`src/hw/rtl/geohash_encoder_top_macros.svh`:
```
// Assertion macros shared by the geohash encoder modules.
// Both expect clk_i in the enclosing module; GHE_ASSERT also expects rst_ni.
`ifndef GEOHASH_ENCODER_TOP_MACROS_SVH
`define GEOHASH_ENCODER_TOP_MACROS_SVH

// Checked outside reset only.
`define GHE_ASSERT(lbl, prop, msg) \
  lbl: assert property (@(posedge clk_i) disable iff (!rst_ni) (prop)) \
    else $error(msg);

// Checked at every edge, reset included.
`define GHE_ASSERT_ALWAYS(lbl, prop, msg) \
  lbl: assert property (@(posedge clk_i) (prop)) \
    else $error(msg);

`endif

```
`src/hw/rtl/ghe_pkg.sv`:
```
`timescale 1ns / 1ps
package ghe_pkg;

  // Field widths
  localparam int COORD_W  = 32;
  localparam int PREC_W   = 4;
  localparam int SYM_W    = 7;
  localparam int CFG_IDX_W = 2;

  // Encoding constants
  localparam int MAX_CHARS       = 12;
  localparam int COORD_FRAC_BITS = 23;
  localparam int EXTRA_BITS      = 8;
  localparam int SYM_BITS        = 5;

  // Bisection datapath: coordinate scaled by 2^EXTRA_BITS
  localparam int CALC_W    = COORD_W + EXTRA_BITS;
  localparam int NSTEP_MAX = (MAX_CHARS * SYM_BITS + 1) / 2;
  localparam int BITS_W    = 2 * NSTEP_MAX;
  localparam int STEP_W    = $clog2(NSTEP_MAX + 1);
  localparam int NBITS_W   = $clog2(BITS_W + 1) + 1;

  // Initial interval bounds in the scaled format
  localparam logic signed [CALC_W-1:0] LON_HI0 =
    CALC_W'(64'sd180 <<< (COORD_FRAC_BITS + EXTRA_BITS));
  localparam logic signed [CALC_W-1:0] LAT_HI0 =
    CALC_W'(64'sd90 <<< (COORD_FRAC_BITS + EXTRA_BITS));
  localparam logic signed [CALC_W-1:0] LON_LO0 = -LON_HI0;
  localparam logic signed [CALC_W-1:0] LAT_LO0 = -LAT_HI0;

  // Reset values of the bound registers
  localparam logic signed [COORD_W-1:0] LAT_MAX_RST =
    COORD_W'(64'sd90 <<< COORD_FRAC_BITS);
  localparam logic signed [COORD_W-1:0] LAT_MIN_RST = -LAT_MAX_RST;
  localparam logic signed [COORD_W-1:0] LON_MAX_RST =
    COORD_W'(64'sd180 <<< COORD_FRAC_BITS);
  localparam logic signed [COORD_W-1:0] LON_MIN_RST = -LON_MAX_RST;

  // Register indexes
  typedef enum logic [CFG_IDX_W-1:0] {
    CFG_LAT_MAX = 2'd0,
    CFG_LAT_MIN = 2'd1,
    CFG_LON_MAX = 2'd2,
    CFG_LON_MIN = 2'd3
  } cfg_idx_e;

  typedef struct packed {
    logic                we;
    cfg_idx_e            idx;
    logic [COORD_W-1:0]  data;
  } cfg_wr_t;

  // Classified item handed from front to back
  typedef struct packed {
    logic signed [COORD_W-1:0] lat;
    logic signed [COORD_W-1:0] lon;
    logic [PREC_W-1:0]         prec;
    logic                      bad;
  } job_t;

  // Base32 geohash alphabet, ASCII
  localparam logic [SYM_W-1:0] GEO_ALPHABET [32] = '{
    7'h30, 7'h31, 7'h32, 7'h33, 7'h34, 7'h35, 7'h36, 7'h37,
    7'h38, 7'h39, 7'h62, 7'h63, 7'h64, 7'h65, 7'h66, 7'h67,
    7'h68, 7'h6A, 7'h6B, 7'h6D, 7'h6E, 7'h70, 7'h71, 7'h72,
    7'h73, 7'h74, 7'h75, 7'h76, 7'h77, 7'h78, 7'h79, 7'h7A
  };

endpackage

```
`src/hw/rtl/ghe_in_if.sv`:
```
`timescale 1ns / 1ps
interface ghe_in_if;
  logic                               valid;
  logic                               ready;
  logic signed [ghe_pkg::COORD_W-1:0] latitude;
  logic signed [ghe_pkg::COORD_W-1:0] longitude;
  logic [ghe_pkg::PREC_W-1:0]         precision;

  modport source (output valid, latitude, longitude, precision, input ready);
  modport sink   (input valid, latitude, longitude, precision, output ready);
endinterface

```
`src/hw/rtl/ghe_out_if.sv`:
```
`timescale 1ns / 1ps
interface ghe_out_if;
  logic                      valid;
  logic                      ready;
  logic [ghe_pkg::SYM_W-1:0] symbol;
  logic                      last;
  logic                      bad_coordinate;

  modport source (output valid, symbol, last, bad_coordinate, input ready);
  modport sink   (input valid, symbol, last, bad_coordinate, output ready);
endinterface

```
`src/hw/rtl/ghe_front.sv`:
```
`timescale 1ns / 1ps
module ghe_front (
  input  logic             clk_i,
  input  logic             rst_ni,
  ghe_in_if.sink           item_i,
  input  ghe_pkg::cfg_wr_t cfg_i,
  output ghe_pkg::job_t    job_o,
  output logic             job_valid_o,
  input  logic             job_ready_i
);

  logic signed [ghe_pkg::COORD_W-1:0] lat_max_q, lat_min_q, lon_max_q, lon_min_q;
  logic                               out_of_bounds;
  logic                               prec_bad;

  // Bound registers
  always_ff @(posedge clk_i or negedge rst_ni) begin
    if (!rst_ni) begin
      lat_max_q <= ghe_pkg::LAT_MAX_RST;
      lat_min_q <= ghe_pkg::LAT_MIN_RST;
      lon_max_q <= ghe_pkg::LON_MAX_RST;
      lon_min_q <= ghe_pkg::LON_MIN_RST;
    end else if (cfg_i.we) begin
      unique case (cfg_i.idx)
        ghe_pkg::CFG_LAT_MAX: lat_max_q <= cfg_i.data;
        ghe_pkg::CFG_LAT_MIN: lat_min_q <= cfg_i.data;
        ghe_pkg::CFG_LON_MAX: lon_max_q <= cfg_i.data;
        ghe_pkg::CFG_LON_MIN: lon_min_q <= cfg_i.data;
      endcase
    end
  end

  // Classify: bounds check and precision clamp
  assign out_of_bounds = (item_i.latitude > lat_max_q) || (item_i.latitude < lat_min_q) ||
                         (item_i.longitude > lon_max_q) || (item_i.longitude < lon_min_q);
  assign prec_bad = (item_i.precision == '0) ||
                    (item_i.precision > ghe_pkg::PREC_W'(ghe_pkg::MAX_CHARS));

  always_comb begin
    job_o.lat  = item_i.latitude;
    job_o.lon  = item_i.longitude;
    job_o.prec = prec_bad ? ghe_pkg::PREC_W'(ghe_pkg::MAX_CHARS) : item_i.precision;
    job_o.bad  = out_of_bounds;
  end

  // Transfer straight into the queue
  assign job_valid_o  = item_i.valid;
  assign item_i.ready = job_ready_i;

endmodule

```
`src/hw/rtl/ghe_fifo.sv`:
```
`timescale 1ns / 1ps
`include "geohash_encoder_top_macros.svh"
module ghe_fifo (
  input  logic          clk_i,
  input  logic          rst_ni,
  input  ghe_pkg::job_t push_data_i,
  input  logic          push_valid_i,
  output logic          push_ready_o,
  output ghe_pkg::job_t pop_data_o,
  output logic          pop_valid_o,
  input  logic          pop_ready_i
);

  ghe_pkg::job_t entry_q [2];
  logic          wr_ptr_q, rd_ptr_q;
  logic [1:0]    cnt_q;
  logic          push, pop;

  assign push_ready_o = (cnt_q != 2'd2);
  assign pop_valid_o  = (cnt_q != 2'd0);
  assign push         = push_valid_i && push_ready_o;
  assign pop          = pop_valid_o && pop_ready_i;
  assign pop_data_o   = entry_q[rd_ptr_q];

  // Storage
  always_ff @(posedge clk_i) begin
    if (push) begin
      entry_q[wr_ptr_q] <= push_data_i;
    end
  end

  // Pointers and fill count
  always_ff @(posedge clk_i or negedge rst_ni) begin
    if (!rst_ni) begin
      wr_ptr_q <= 1'b0;
      rd_ptr_q <= 1'b0;
      cnt_q    <= 2'd0;
    end else begin
      if (push) wr_ptr_q <= ~wr_ptr_q;
      if (pop)  rd_ptr_q <= ~rd_ptr_q;
      cnt_q <= cnt_q + 2'(push) - 2'(pop);
    end
  end

  `GHE_ASSERT_ALWAYS(a_cnt_range, cnt_q <= 2'd2, "queue count beyond depth")
  `GHE_ASSERT(a_empty_pass, (cnt_q == 2'd0) && push |=> pop_valid_o && (pop_data_o == $past(push_data_i)), "item pushed into empty queue not at head")
  `GHE_ASSERT(a_ptr_match, (cnt_q == 2'd0) || (cnt_q == 2'd2) |-> wr_ptr_q == rd_ptr_q, "pointers disagree with count")

endmodule

```
`src/hw/rtl/ghe_back.sv`:
```
`timescale 1ns / 1ps
`include "geohash_encoder_top_macros.svh"
module ghe_back (
  input  logic          clk_i,
  input  logic          rst_ni,
  input  ghe_pkg::job_t job_i,
  input  logic          job_valid_i,
  output logic          job_ready_o,
  ghe_out_if.source     result_o
);

  typedef enum logic [2:0] {
    ST_IDLE = 3'b001,
    ST_CALC = 3'b010,
    ST_EMIT = 3'b100
  } state_e;

  localparam int CW = ghe_pkg::CALC_W;

  state_e                       state_q, state_d;
  logic signed [CW-1:0]         lon_lo_q, lon_lo_d, lon_hi_q, lon_hi_d;
  logic signed [CW-1:0]         lat_lo_q, lat_lo_d, lat_hi_q, lat_hi_d;
  logic signed [CW-1:0]         lon_s_q, lon_s_d, lat_s_q, lat_s_d;
  logic [ghe_pkg::BITS_W-1:0]   bits_q, bits_d;
  logic [ghe_pkg::STEP_W-1:0]   step_q, step_d, nstep_q, nstep_d;
  logic [ghe_pkg::PREC_W-1:0]   prec_q, prec_d, chr_q, chr_d;
  logic                         out_valid_q, out_valid_d;
  logic [ghe_pkg::SYM_W-1:0]    out_sym_q, out_sym_d;
  logic                         out_last_q, out_last_d, out_bad_q, out_bad_d;
  logic                         can_load, take;
  logic signed [CW-1:0]         lon_mid, lat_mid;
  logic                         lon_bit, lat_bit;
  logic [ghe_pkg::NBITS_W-1:0]  nbits;

  // floor((lo + hi) / 2) without overflow
  function automatic logic signed [CW-1:0] mid_of(logic signed [CW-1:0] lo,
                                                  logic signed [CW-1:0] hi);
    logic signed [CW:0] s;
    s = {lo[CW-1], lo} + {hi[CW-1], hi};
    return s[CW:1];
  endfunction

  assign can_load    = !out_valid_q || result_o.ready;
  assign job_ready_o = (state_q == ST_IDLE) && (!job_i.bad || can_load);
  assign take        = job_valid_i && job_ready_o;

  // One longitude and one latitude halving per cycle
  assign lon_mid = mid_of(lon_lo_q, lon_hi_q);
  assign lat_mid = mid_of(lat_lo_q, lat_hi_q);
  assign lon_bit = lon_s_q > lon_mid;
  assign lat_bit = lat_s_q > lat_mid;

  assign nbits = ghe_pkg::NBITS_W'(job_i.prec) * ghe_pkg::NBITS_W'(ghe_pkg::SYM_BITS);

  // Sequencer
  always_comb begin
    state_d     = state_q;
    lon_lo_d    = lon_lo_q;
    lon_hi_d    = lon_hi_q;
    lat_lo_d    = lat_lo_q;
    lat_hi_d    = lat_hi_q;
    lon_s_d     = lon_s_q;
    lat_s_d     = lat_s_q;
    bits_d      = bits_q;
    step_d      = step_q;
    nstep_d     = nstep_q;
    prec_d      = prec_q;
    chr_d       = chr_q;
    out_valid_d = out_valid_q && !result_o.ready;
    out_sym_d   = out_sym_q;
    out_last_d  = out_last_q;
    out_bad_d   = out_bad_q;

    unique case (state_q)
      ST_IDLE: begin
        if (take && job_i.bad) begin
          out_valid_d = 1'b1;
          out_sym_d   = '0;
          out_last_d  = 1'b1;
          out_bad_d   = 1'b1;
        end else if (take) begin
          lon_lo_d = ghe_pkg::LON_LO0;
          lon_hi_d = ghe_pkg::LON_HI0;
          lat_lo_d = ghe_pkg::LAT_LO0;
          lat_hi_d = ghe_pkg::LAT_HI0;
          lon_s_d  = {job_i.lon, ghe_pkg::EXTRA_BITS'(0)};
          lat_s_d  = {job_i.lat, ghe_pkg::EXTRA_BITS'(0)};
          bits_d   = '0;
          step_d   = '0;
          nstep_d  = ghe_pkg::STEP_W'((nbits + ghe_pkg::NBITS_W'(1)) >> 1);
          prec_d   = job_i.prec;
          state_d  = ST_CALC;
        end
      end
      ST_CALC: begin
        if (lon_bit) lon_lo_d = lon_mid;
        else         lon_hi_d = lon_mid;
        if (lat_bit) lat_lo_d = lat_mid;
        else         lat_hi_d = lat_mid;
        // bits fill from the MSB, longitude first
        for (int j = 0; j < ghe_pkg::NSTEP_MAX; j++) begin
          if (step_q == ghe_pkg::STEP_W'(j)) begin
            bits_d[ghe_pkg::BITS_W-1-2*j] = lon_bit;
            bits_d[ghe_pkg::BITS_W-2-2*j] = lat_bit;
          end
        end
        step_d = step_q + 1'b1;
        if (step_q == nstep_q - 1'b1) begin
          chr_d   = '0;
          state_d = ST_EMIT;
        end
      end
      ST_EMIT: begin
        if (can_load) begin
          out_valid_d = 1'b1;
          out_sym_d   = ghe_pkg::GEO_ALPHABET[bits_q[ghe_pkg::BITS_W-1 -: ghe_pkg::SYM_BITS]];
          out_last_d  = (chr_q == prec_q - 1'b1);
          out_bad_d   = 1'b0;
          bits_d      = bits_q << ghe_pkg::SYM_BITS;
          chr_d       = chr_q + 1'b1;
          if (chr_q == prec_q - 1'b1) state_d = ST_IDLE;
        end
      end
      default: state_d = ST_IDLE;
    endcase
  end

  // Control state
  always_ff @(posedge clk_i or negedge rst_ni) begin
    if (!rst_ni) begin
      state_q     <= ST_IDLE;
      out_valid_q <= 1'b0;
    end else begin
      state_q     <= state_d;
      out_valid_q <= out_valid_d;
    end
  end

  // Datapath and result payload
  always_ff @(posedge clk_i) begin
    lon_lo_q   <= lon_lo_d;
    lon_hi_q   <= lon_hi_d;
    lat_lo_q   <= lat_lo_d;
    lat_hi_q   <= lat_hi_d;
    lon_s_q    <= lon_s_d;
    lat_s_q    <= lat_s_d;
    bits_q     <= bits_d;
    step_q     <= step_d;
    nstep_q    <= nstep_d;
    prec_q     <= prec_d;
    chr_q      <= chr_d;
    out_sym_q  <= out_sym_d;
    out_last_q <= out_last_d;
    out_bad_q  <= out_bad_d;
  end

  assign result_o.valid          = out_valid_q;
  assign result_o.symbol         = out_sym_q;
  assign result_o.last           = out_last_q;
  assign result_o.bad_coordinate = out_bad_q;

  `GHE_ASSERT(a_err_form, out_valid_q && out_bad_q |-> out_last_q && (out_sym_q == '0), "error result malformed")
  `GHE_ASSERT(a_step_range, state_q == ST_CALC |-> step_q < nstep_q, "bisection ran past its step count")
  `GHE_ASSERT(a_calc_done, (state_q == ST_CALC) && (step_q == nstep_q - 1'b1) |=> (state_q == ST_EMIT) && (chr_q == '0), "bisection end not followed by emit")
  `GHE_ASSERT(a_emit_range, state_q == ST_EMIT |-> chr_q < prec_q, "character index past precision")

endmodule

```
`src/hw/rtl/geohash_encoder_top.sv`:
```
// Geohash encoder, base32. Error item: one flagged result, registered after the queue.
// Precision P: P characters after bisection, one per cycle while receiver is ready.
// Items are encoded one at a time by the single
// bisection unit doing one longitude and one latitude halving per cycle.
// Out-of-bounds items skip the bisection. A 2-entry queue decouples input from encoding.
// Reset (rst_ni low, async) empties queue and output, restores default bounds.
`timescale 1ns / 1ps
module geohash_encoder_top (
  input  logic                            clk_i,
  input  logic                            rst_ni,
  ghe_in_if.sink                          item_i,
  ghe_out_if.source                       result_o,
  input  logic                            cfg_we_i,
  input  logic [ghe_pkg::CFG_IDX_W-1:0]   cfg_idx_i,
  input  logic [ghe_pkg::COORD_W-1:0]     cfg_data_i
);

  ghe_pkg::cfg_wr_t cfg;
  ghe_pkg::job_t    push_job, pop_job;
  logic             push_valid, push_ready, pop_valid, pop_ready;

  // Configuration write bundle
  always_comb begin
    cfg.we   = cfg_we_i;
    cfg.idx  = ghe_pkg::cfg_idx_e'(cfg_idx_i);
    cfg.data = cfg_data_i;
  end

  ghe_front u_front (
    .clk_i       (clk_i),
    .rst_ni      (rst_ni),
    .item_i      (item_i),
    .cfg_i       (cfg),
    .job_o       (push_job),
    .job_valid_o (push_valid),
    .job_ready_i (push_ready)
  );

  ghe_fifo u_fifo (
    .clk_i        (clk_i),
    .rst_ni       (rst_ni),
    .push_data_i  (push_job),
    .push_valid_i (push_valid),
    .push_ready_o (push_ready),
    .pop_data_o   (pop_job),
    .pop_valid_o  (pop_valid),
    .pop_ready_i  (pop_ready)
  );

  ghe_back u_back (
    .clk_i       (clk_i),
    .rst_ni      (rst_ni),
    .job_i       (pop_job),
    .job_valid_i (pop_valid),
    .job_ready_o (pop_ready),
    .result_o    (result_o)
  );

endmodule

```
`src/flat_wrapper.sv`:
```
// flat-port wrapper written by rule: the top's interface ports become plain ports
module geohash_encoder_top_flat 
  (clk_i, rst_ni, cfg_we_i, cfg_idx_i, cfg_data_i, item_i_valid, item_i_latitude, item_i_longitude, item_i_precision, item_i_ready, result_o_valid, result_o_symbol, result_o_last, result_o_bad_coordinate, result_o_ready);
  ghe_in_if item_i_i ();
  ghe_out_if result_o_i ();
  input  logic clk_i;
  input  logic rst_ni;
  input  logic cfg_we_i;
  input  logic [ghe_pkg::CFG_IDX_W-1:0] cfg_idx_i;
  input  logic [ghe_pkg::COORD_W-1:0] cfg_data_i;
  input wire logic [$bits(item_i_i.valid)-1:0] item_i_valid;
  input wire logic [$bits(item_i_i.latitude)-1:0] item_i_latitude;
  input wire logic [$bits(item_i_i.longitude)-1:0] item_i_longitude;
  input wire logic [$bits(item_i_i.precision)-1:0] item_i_precision;
  output wire logic [$bits(item_i_i.ready)-1:0] item_i_ready;
  output wire logic [$bits(result_o_i.valid)-1:0] result_o_valid;
  output wire logic [$bits(result_o_i.symbol)-1:0] result_o_symbol;
  output wire logic [$bits(result_o_i.last)-1:0] result_o_last;
  output wire logic [$bits(result_o_i.bad_coordinate)-1:0] result_o_bad_coordinate;
  input wire logic [$bits(result_o_i.ready)-1:0] result_o_ready;
  assign item_i_i.valid = item_i_valid;
  assign item_i_i.latitude = item_i_latitude;
  assign item_i_i.longitude = item_i_longitude;
  assign item_i_i.precision = item_i_precision;
  assign item_i_ready = item_i_i.ready;
  assign result_o_valid = result_o_i.valid;
  assign result_o_symbol = result_o_i.symbol;
  assign result_o_last = result_o_i.last;
  assign result_o_bad_coordinate = result_o_i.bad_coordinate;
  assign result_o_i.ready = result_o_ready;
  geohash_encoder_top u_core (.clk_i(clk_i), .rst_ni(rst_ni), .item_i(item_i_i), .result_o(result_o_i), .cfg_we_i(cfg_we_i), .cfg_idx_i(cfg_idx_i), .cfg_data_i(cfg_data_i));
endmodule
```
`config.mk`:
```
export PLATFORM = sky130hd
export DESIGN_NAME = geohash_encoder_top_flat
export DESIGN_NICKNAME = d
export VERILOG_FILES = /design/src/hw/rtl/ghe_pkg.sv /design/src/hw/rtl/ghe_in_if.sv /design/src/hw/rtl/ghe_out_if.sv /design/src/hw/rtl/ghe_front.sv /design/src/hw/rtl/ghe_fifo.sv /design/src/hw/rtl/ghe_back.sv /design/src/hw/rtl/geohash_encoder_top.sv /design/src/flat_wrapper.sv
export VERILOG_INCLUDE_DIRS = /design/src /design/src/hw/rtl
export SDC_FILE = /design/constraint.sdc
export NUM_CORES = 1
export LEC_CHECK = 0
export ABC_CLOCK_PERIOD_IN_PS = 6540
export BUFFER_PORTS_ARGS = -buffer_cell sky130_fd_sc_hd__buf_2
export CORE_MARGIN = 2
export CORE_UTILIZATION = 40
export DETAILED_ROUTE_END_ITERATION = 12
export HOLD_SLACK_MARGIN = 0.06
export PLACE_DENSITY = 0.59
export SKIP_CTS_REPAIR_TIMING = 1
export SLEW_MARGIN = 20
export SYNTH_ARGS = -nofsm -noshare
export SYNTH_HDL_FRONTEND = slang
export SYNTH_SLANG_ARGS = --single-unit
```
`constraint.sdc`:
```
create_clock -name clk_i -period 6.54 [get_ports clk_i]
set_clock_uncertainty 0.15 [all_clocks]
set_input_delay 0.327 -clock clk_i [delete_from_list [all_inputs] [get_ports clk_i]]
set_output_delay 0.327 -clock clk_i [all_outputs]
set_load 0.01 [all_outputs]
```
==> results.toml <==
[clocking]
clockRootBuffer = "clkbuf_16"
clock_sink_count = 585
clock_tree.buffer_depth = 3
tritoncts.num_buffers = 68
cts_tree = "yes"
insertion_delay_ns = 0.61
path_clk_slew_ns = 0.06
htree_levels = 3

[logic_synthesis]
post_synth_num_cell_types = 84
synth_flop_cell = "edfxtp_1"
synthesized_area_sq_um = 30700
syn_avg_cell_area_sq_um = 12.1
ys_top_cells_by_count = "449 x edfxtp_1, 287 x ha_1, 178 x a21oi_1"
ys_seq_area_share_pct = 55.1
synth-async-reset-ratio_pct = 23.2
syn-instance-count = 2527
synth-edff-count = 449
syn-num-nets = 2923
postSynthRegisterBits = 585
synth.most_common_cell = "edfxtp_1"
synth_top_cell_by_area = "edfxtp_1"
yosys_warnings = 0
synth_largest_type_area_fraction_pct = 43.9
synth.top_cells.by_area = "edfxtp_1 44%, ha_1 12%, dfrtp_1 9.6%"

[setup_path]
beginning_of_the_worst_register_to_register_path = "u_core.u_back.lat_lo_q[1]$_SDFFCE_PN0P_"
path_cells = "inv_1 > fa_1 > nand2b_1 > a21oi_2 > o211ai_1 > o211a_4 > a211oi_4 > o21ai_0 > and3b_1 > or2_1 > ha_1 > nand4_1 > or2_2 > nor3_1 > nand2_1 > nor4b_1 > and4_1 > nor3_2 > nor2_4 > buf_4"
critical_path_required_ns = 6.62
critical_path.endpoint_type = "register"
timing.reg2reg.worst_path_depth = 20
critPathMaxFanout = 40
crit_path_max_incr_delay_ns = 0.53
critical_path.slowest_cell = "buf_4"
arrival_ns = 5.73
worst_setup_path_startpoint = "u_core.u_back.lat_lo_q[1]$_SDFFCE_PN0P_"
critical_path.startpoint_type = "register"
regToRegEndpoint = "u_core.u_back.lat_hi_q[18]$_SDFFCE_PN0P_"
path_class = "register to register"
slack_of_the_worst_reg_to_reg_path_ns = 0.89

[place]
dp.final_hpwl_mm = 51.6
place_ws_ns = 0.926
gp_congestion = 0.869
buffer_ports.inserted = 117
dpl_cell_area_sq_um = 32500

[global_route]
grt_pass1_vias = 20500
largest_net_degree_at_the_start_of_global_routing = 71
grt_first_pass_wirelength_mm = 114
antenna_violations_before_repair = 14
grt_total_ovfl = 0
grt_usage_pct = 18.5

[floorplanning]
design.core.area_sq_um = 75900
effective_utilization_at_floorplan_pct = 40.4
dieArea_sq_um = 78900
fp-row-count = 101
die_x_microns = 281
die_span_in_y_microns = 281
boundaryPins = 118

[finish]
area_delta_synth_final_pct = 16.6
design.final.nets = 3151
final_cell_area_sq_um = 35800
drive_gt1_share_pct = 16.7

[flow_run]
max_cap_violations = 0

[detailed_routing]
detail_route.drc_violations = 0
post_drt_wl_per_cell_microns = 18.9
ant_nets = 0
routed-via-count = 20400
drt_wl_total_mm = 72.7
starting_drc_count_in_detailed_routing = 1347
drtPass1Iterations = 5
detail_route.vias_per_cell = 5.31

[timing]
worst_slew_pin_slew_ns = 1.07
maxSlewHeadroom_pct = 28.6
setup_slack_ns = 0.891
timing.setup.tns_ns = 0
grt_setup_unrepaired = "false"
clock.fmax_ghz = 0.177
timing.final.hold_violations = 0
post-route-period-util_pct = 86.4
timing.hold.ws_ns = 0.133
slew_viol_final = 0
setup_viol = 0
finalCriticalPeriod_ns = 5.65

[pwr]
p_per_area_nw_per_um2 = 583
irDropWorstVdd_v = 0.000314
post-layout-total-power_mw = 20.8
leakage_nw = 15.0

[status]
outcome = "completed"

[hold_path]
timing.hold.worst.class = "input pin to asynchronous set/reset pin"
[flip-flops by register name, indices dropped and copies added (netlist names)]
signal / flops
u_core.u_back.bits_q: 60
u_core.u_back.chr_q: 4
u_core.u_back.lat_hi_q: 40
u_core.u_back.lat_lo_q: 40
u_core.u_back.lat_s_q: 32
u_core.u_back.lon_hi_q: 40
u_core.u_back.lon_lo_q: 40
u_core.u_back.lon_s_q: 32
u_core.u_back.nstep_q: 5
u_core.u_back.prec_q: 4
u_core.u_back.result_o.bad_coordinate: 1
u_core.u_back.result_o.last: 1
u_core.u_back.result_o.symbol: 7
u_core.u_back.result_o.valid: 1
u_core.u_back.state_q: 3
u_core.u_back.step_q: 5
u_core.u_fifo.cnt_q: 2
u_core.u_fifo.entry_q: 138
u_core.u_fifo.rd_ptr_q: 1
u_core.u_fifo.wr_ptr_q: 1
u_core.u_front.lat_max_q: 32
u_core.u_front.lat_min_q: 32
u_core.u_front.lon_max_q: 32
u_core.u_front.lon_min_q: 32
[kinds of logic (layout without fill, tap and decap cells)]
| family | after synthesis | in the layout | synth area share, % |
|---|---|---|---|
| other | 0 | 6 | 0 |
| adders and majority gates | 289 | 289 | 11.8 |
| muxes | 177 | 177 | 6.48 |
| and+or+nand+nor | 554 | 554 | 8.64 |
| xor gates and xnor gates | 92 | 92 | 2.63 |
| buffers and inverters | 255 | 537 | 3.18 |
| AOI/OAI and AO/OA | 575 | 575 | 12.1 |
| DFF | 585 | 585 | 55.1 |
[power by group]
group          switching (mW)  internal, mW
Sequential              0.567          6.19
Clock                    1.55          2.20
Combinational            6.45          3.89
Total                    8.56          12.3
[routing by layer]
layer  wire, microns  GRT usage (%)
met1           32700           24.6
met4            1420           5.25
met3            4180           4.37
met5              91              0
met2           34300           30.2
[per-stage QoR]
step                      utilization [%]  std cells
after global placement               42.8       3610
after floorplan                         -       2527
after global routing                 47.1       3845
after CTS                            45.7       3734
after detailed placement             42.8       3610
final                                47.1       3845
[cell type report]
type	count	area, sq um
antenna	6	15.0
fill	6813	40200
tap	1030	1290
multi-input combinational	1687	12900
clock buffer	92	1930
sequential	585	16900
timing repair buffer	241	1810
clock inverter	32	278
inverter	172	646
[worst max path at each step]
| stage | endpoint | slack [ns] | cells past startpoint |
|---|---|---|---|
| finish | u_core.u_back.lat_hi_q[18]$_SDFFCE_PN0P_ | 0.89 | 20 |
| global route | u_core.u_back.lat_hi_q[33]$_SDFFCE_PN0P_ | 0.48 | 20 |
| CTS | u_core.u_back.lat_hi_q[9]$_SDFFCE_PN0P_ | 0.88 | 20 |
| detailed placement | u_core.u_back.lat_hi_q[18]$_SDFFCE_PN0P_ | 0.93 | 20 |
| global placement | u_core.u_back.lat_lo_q[23]$_SDFFCE_PN0P_ | 1.06 | 19 |
| floorplan | u_core.u_back.lat_lo_q[0]$_SDFFCE_PN0P_ | 0.12 | 18 |
[critical path, delay by kind of cell, from the launching register on]
kind	cells	cell delay, ns
AOI/OAI and AO/OA	5	1.23
adders and majority gates	2	0.74
buffers and inverters	2	0.60
DFF	1	0.36
and+or+nand+nor	11	2.15
[layout by cell type, fill, tap and decap left out, types with 7 or more instances in the layout]
cell type	instances
o21a_1	7
o21ai_0	108
and3_1	17
nand4_1	50
a211oi_1	12
inv_1	170
dfstp_2	18
a21boi_0	7
nand2b_1	29
buf_4	17
nor2_1	165
xnor2_1	58
mux2i_1	8
nor2b_1	18
a21o_1	141
nand2_1	138
a21oi_1	177
xor2_1	34
nor3_1	24
buf_2	116
nand3_1	44
ha_1	287
clkbuf_1	15
o211ai_1	14
a31oi_1	18
clkinv_2	15
mux2_2	167
or3_1	10
o31ai_1	12
edfxtp_1	449
dfrtp_1	117
or2_2	8
dlygate4sd3_1	105
and2_1	10
clkbuf_16	72
o21bai_1	10
(Power assumes the default switching activity.)
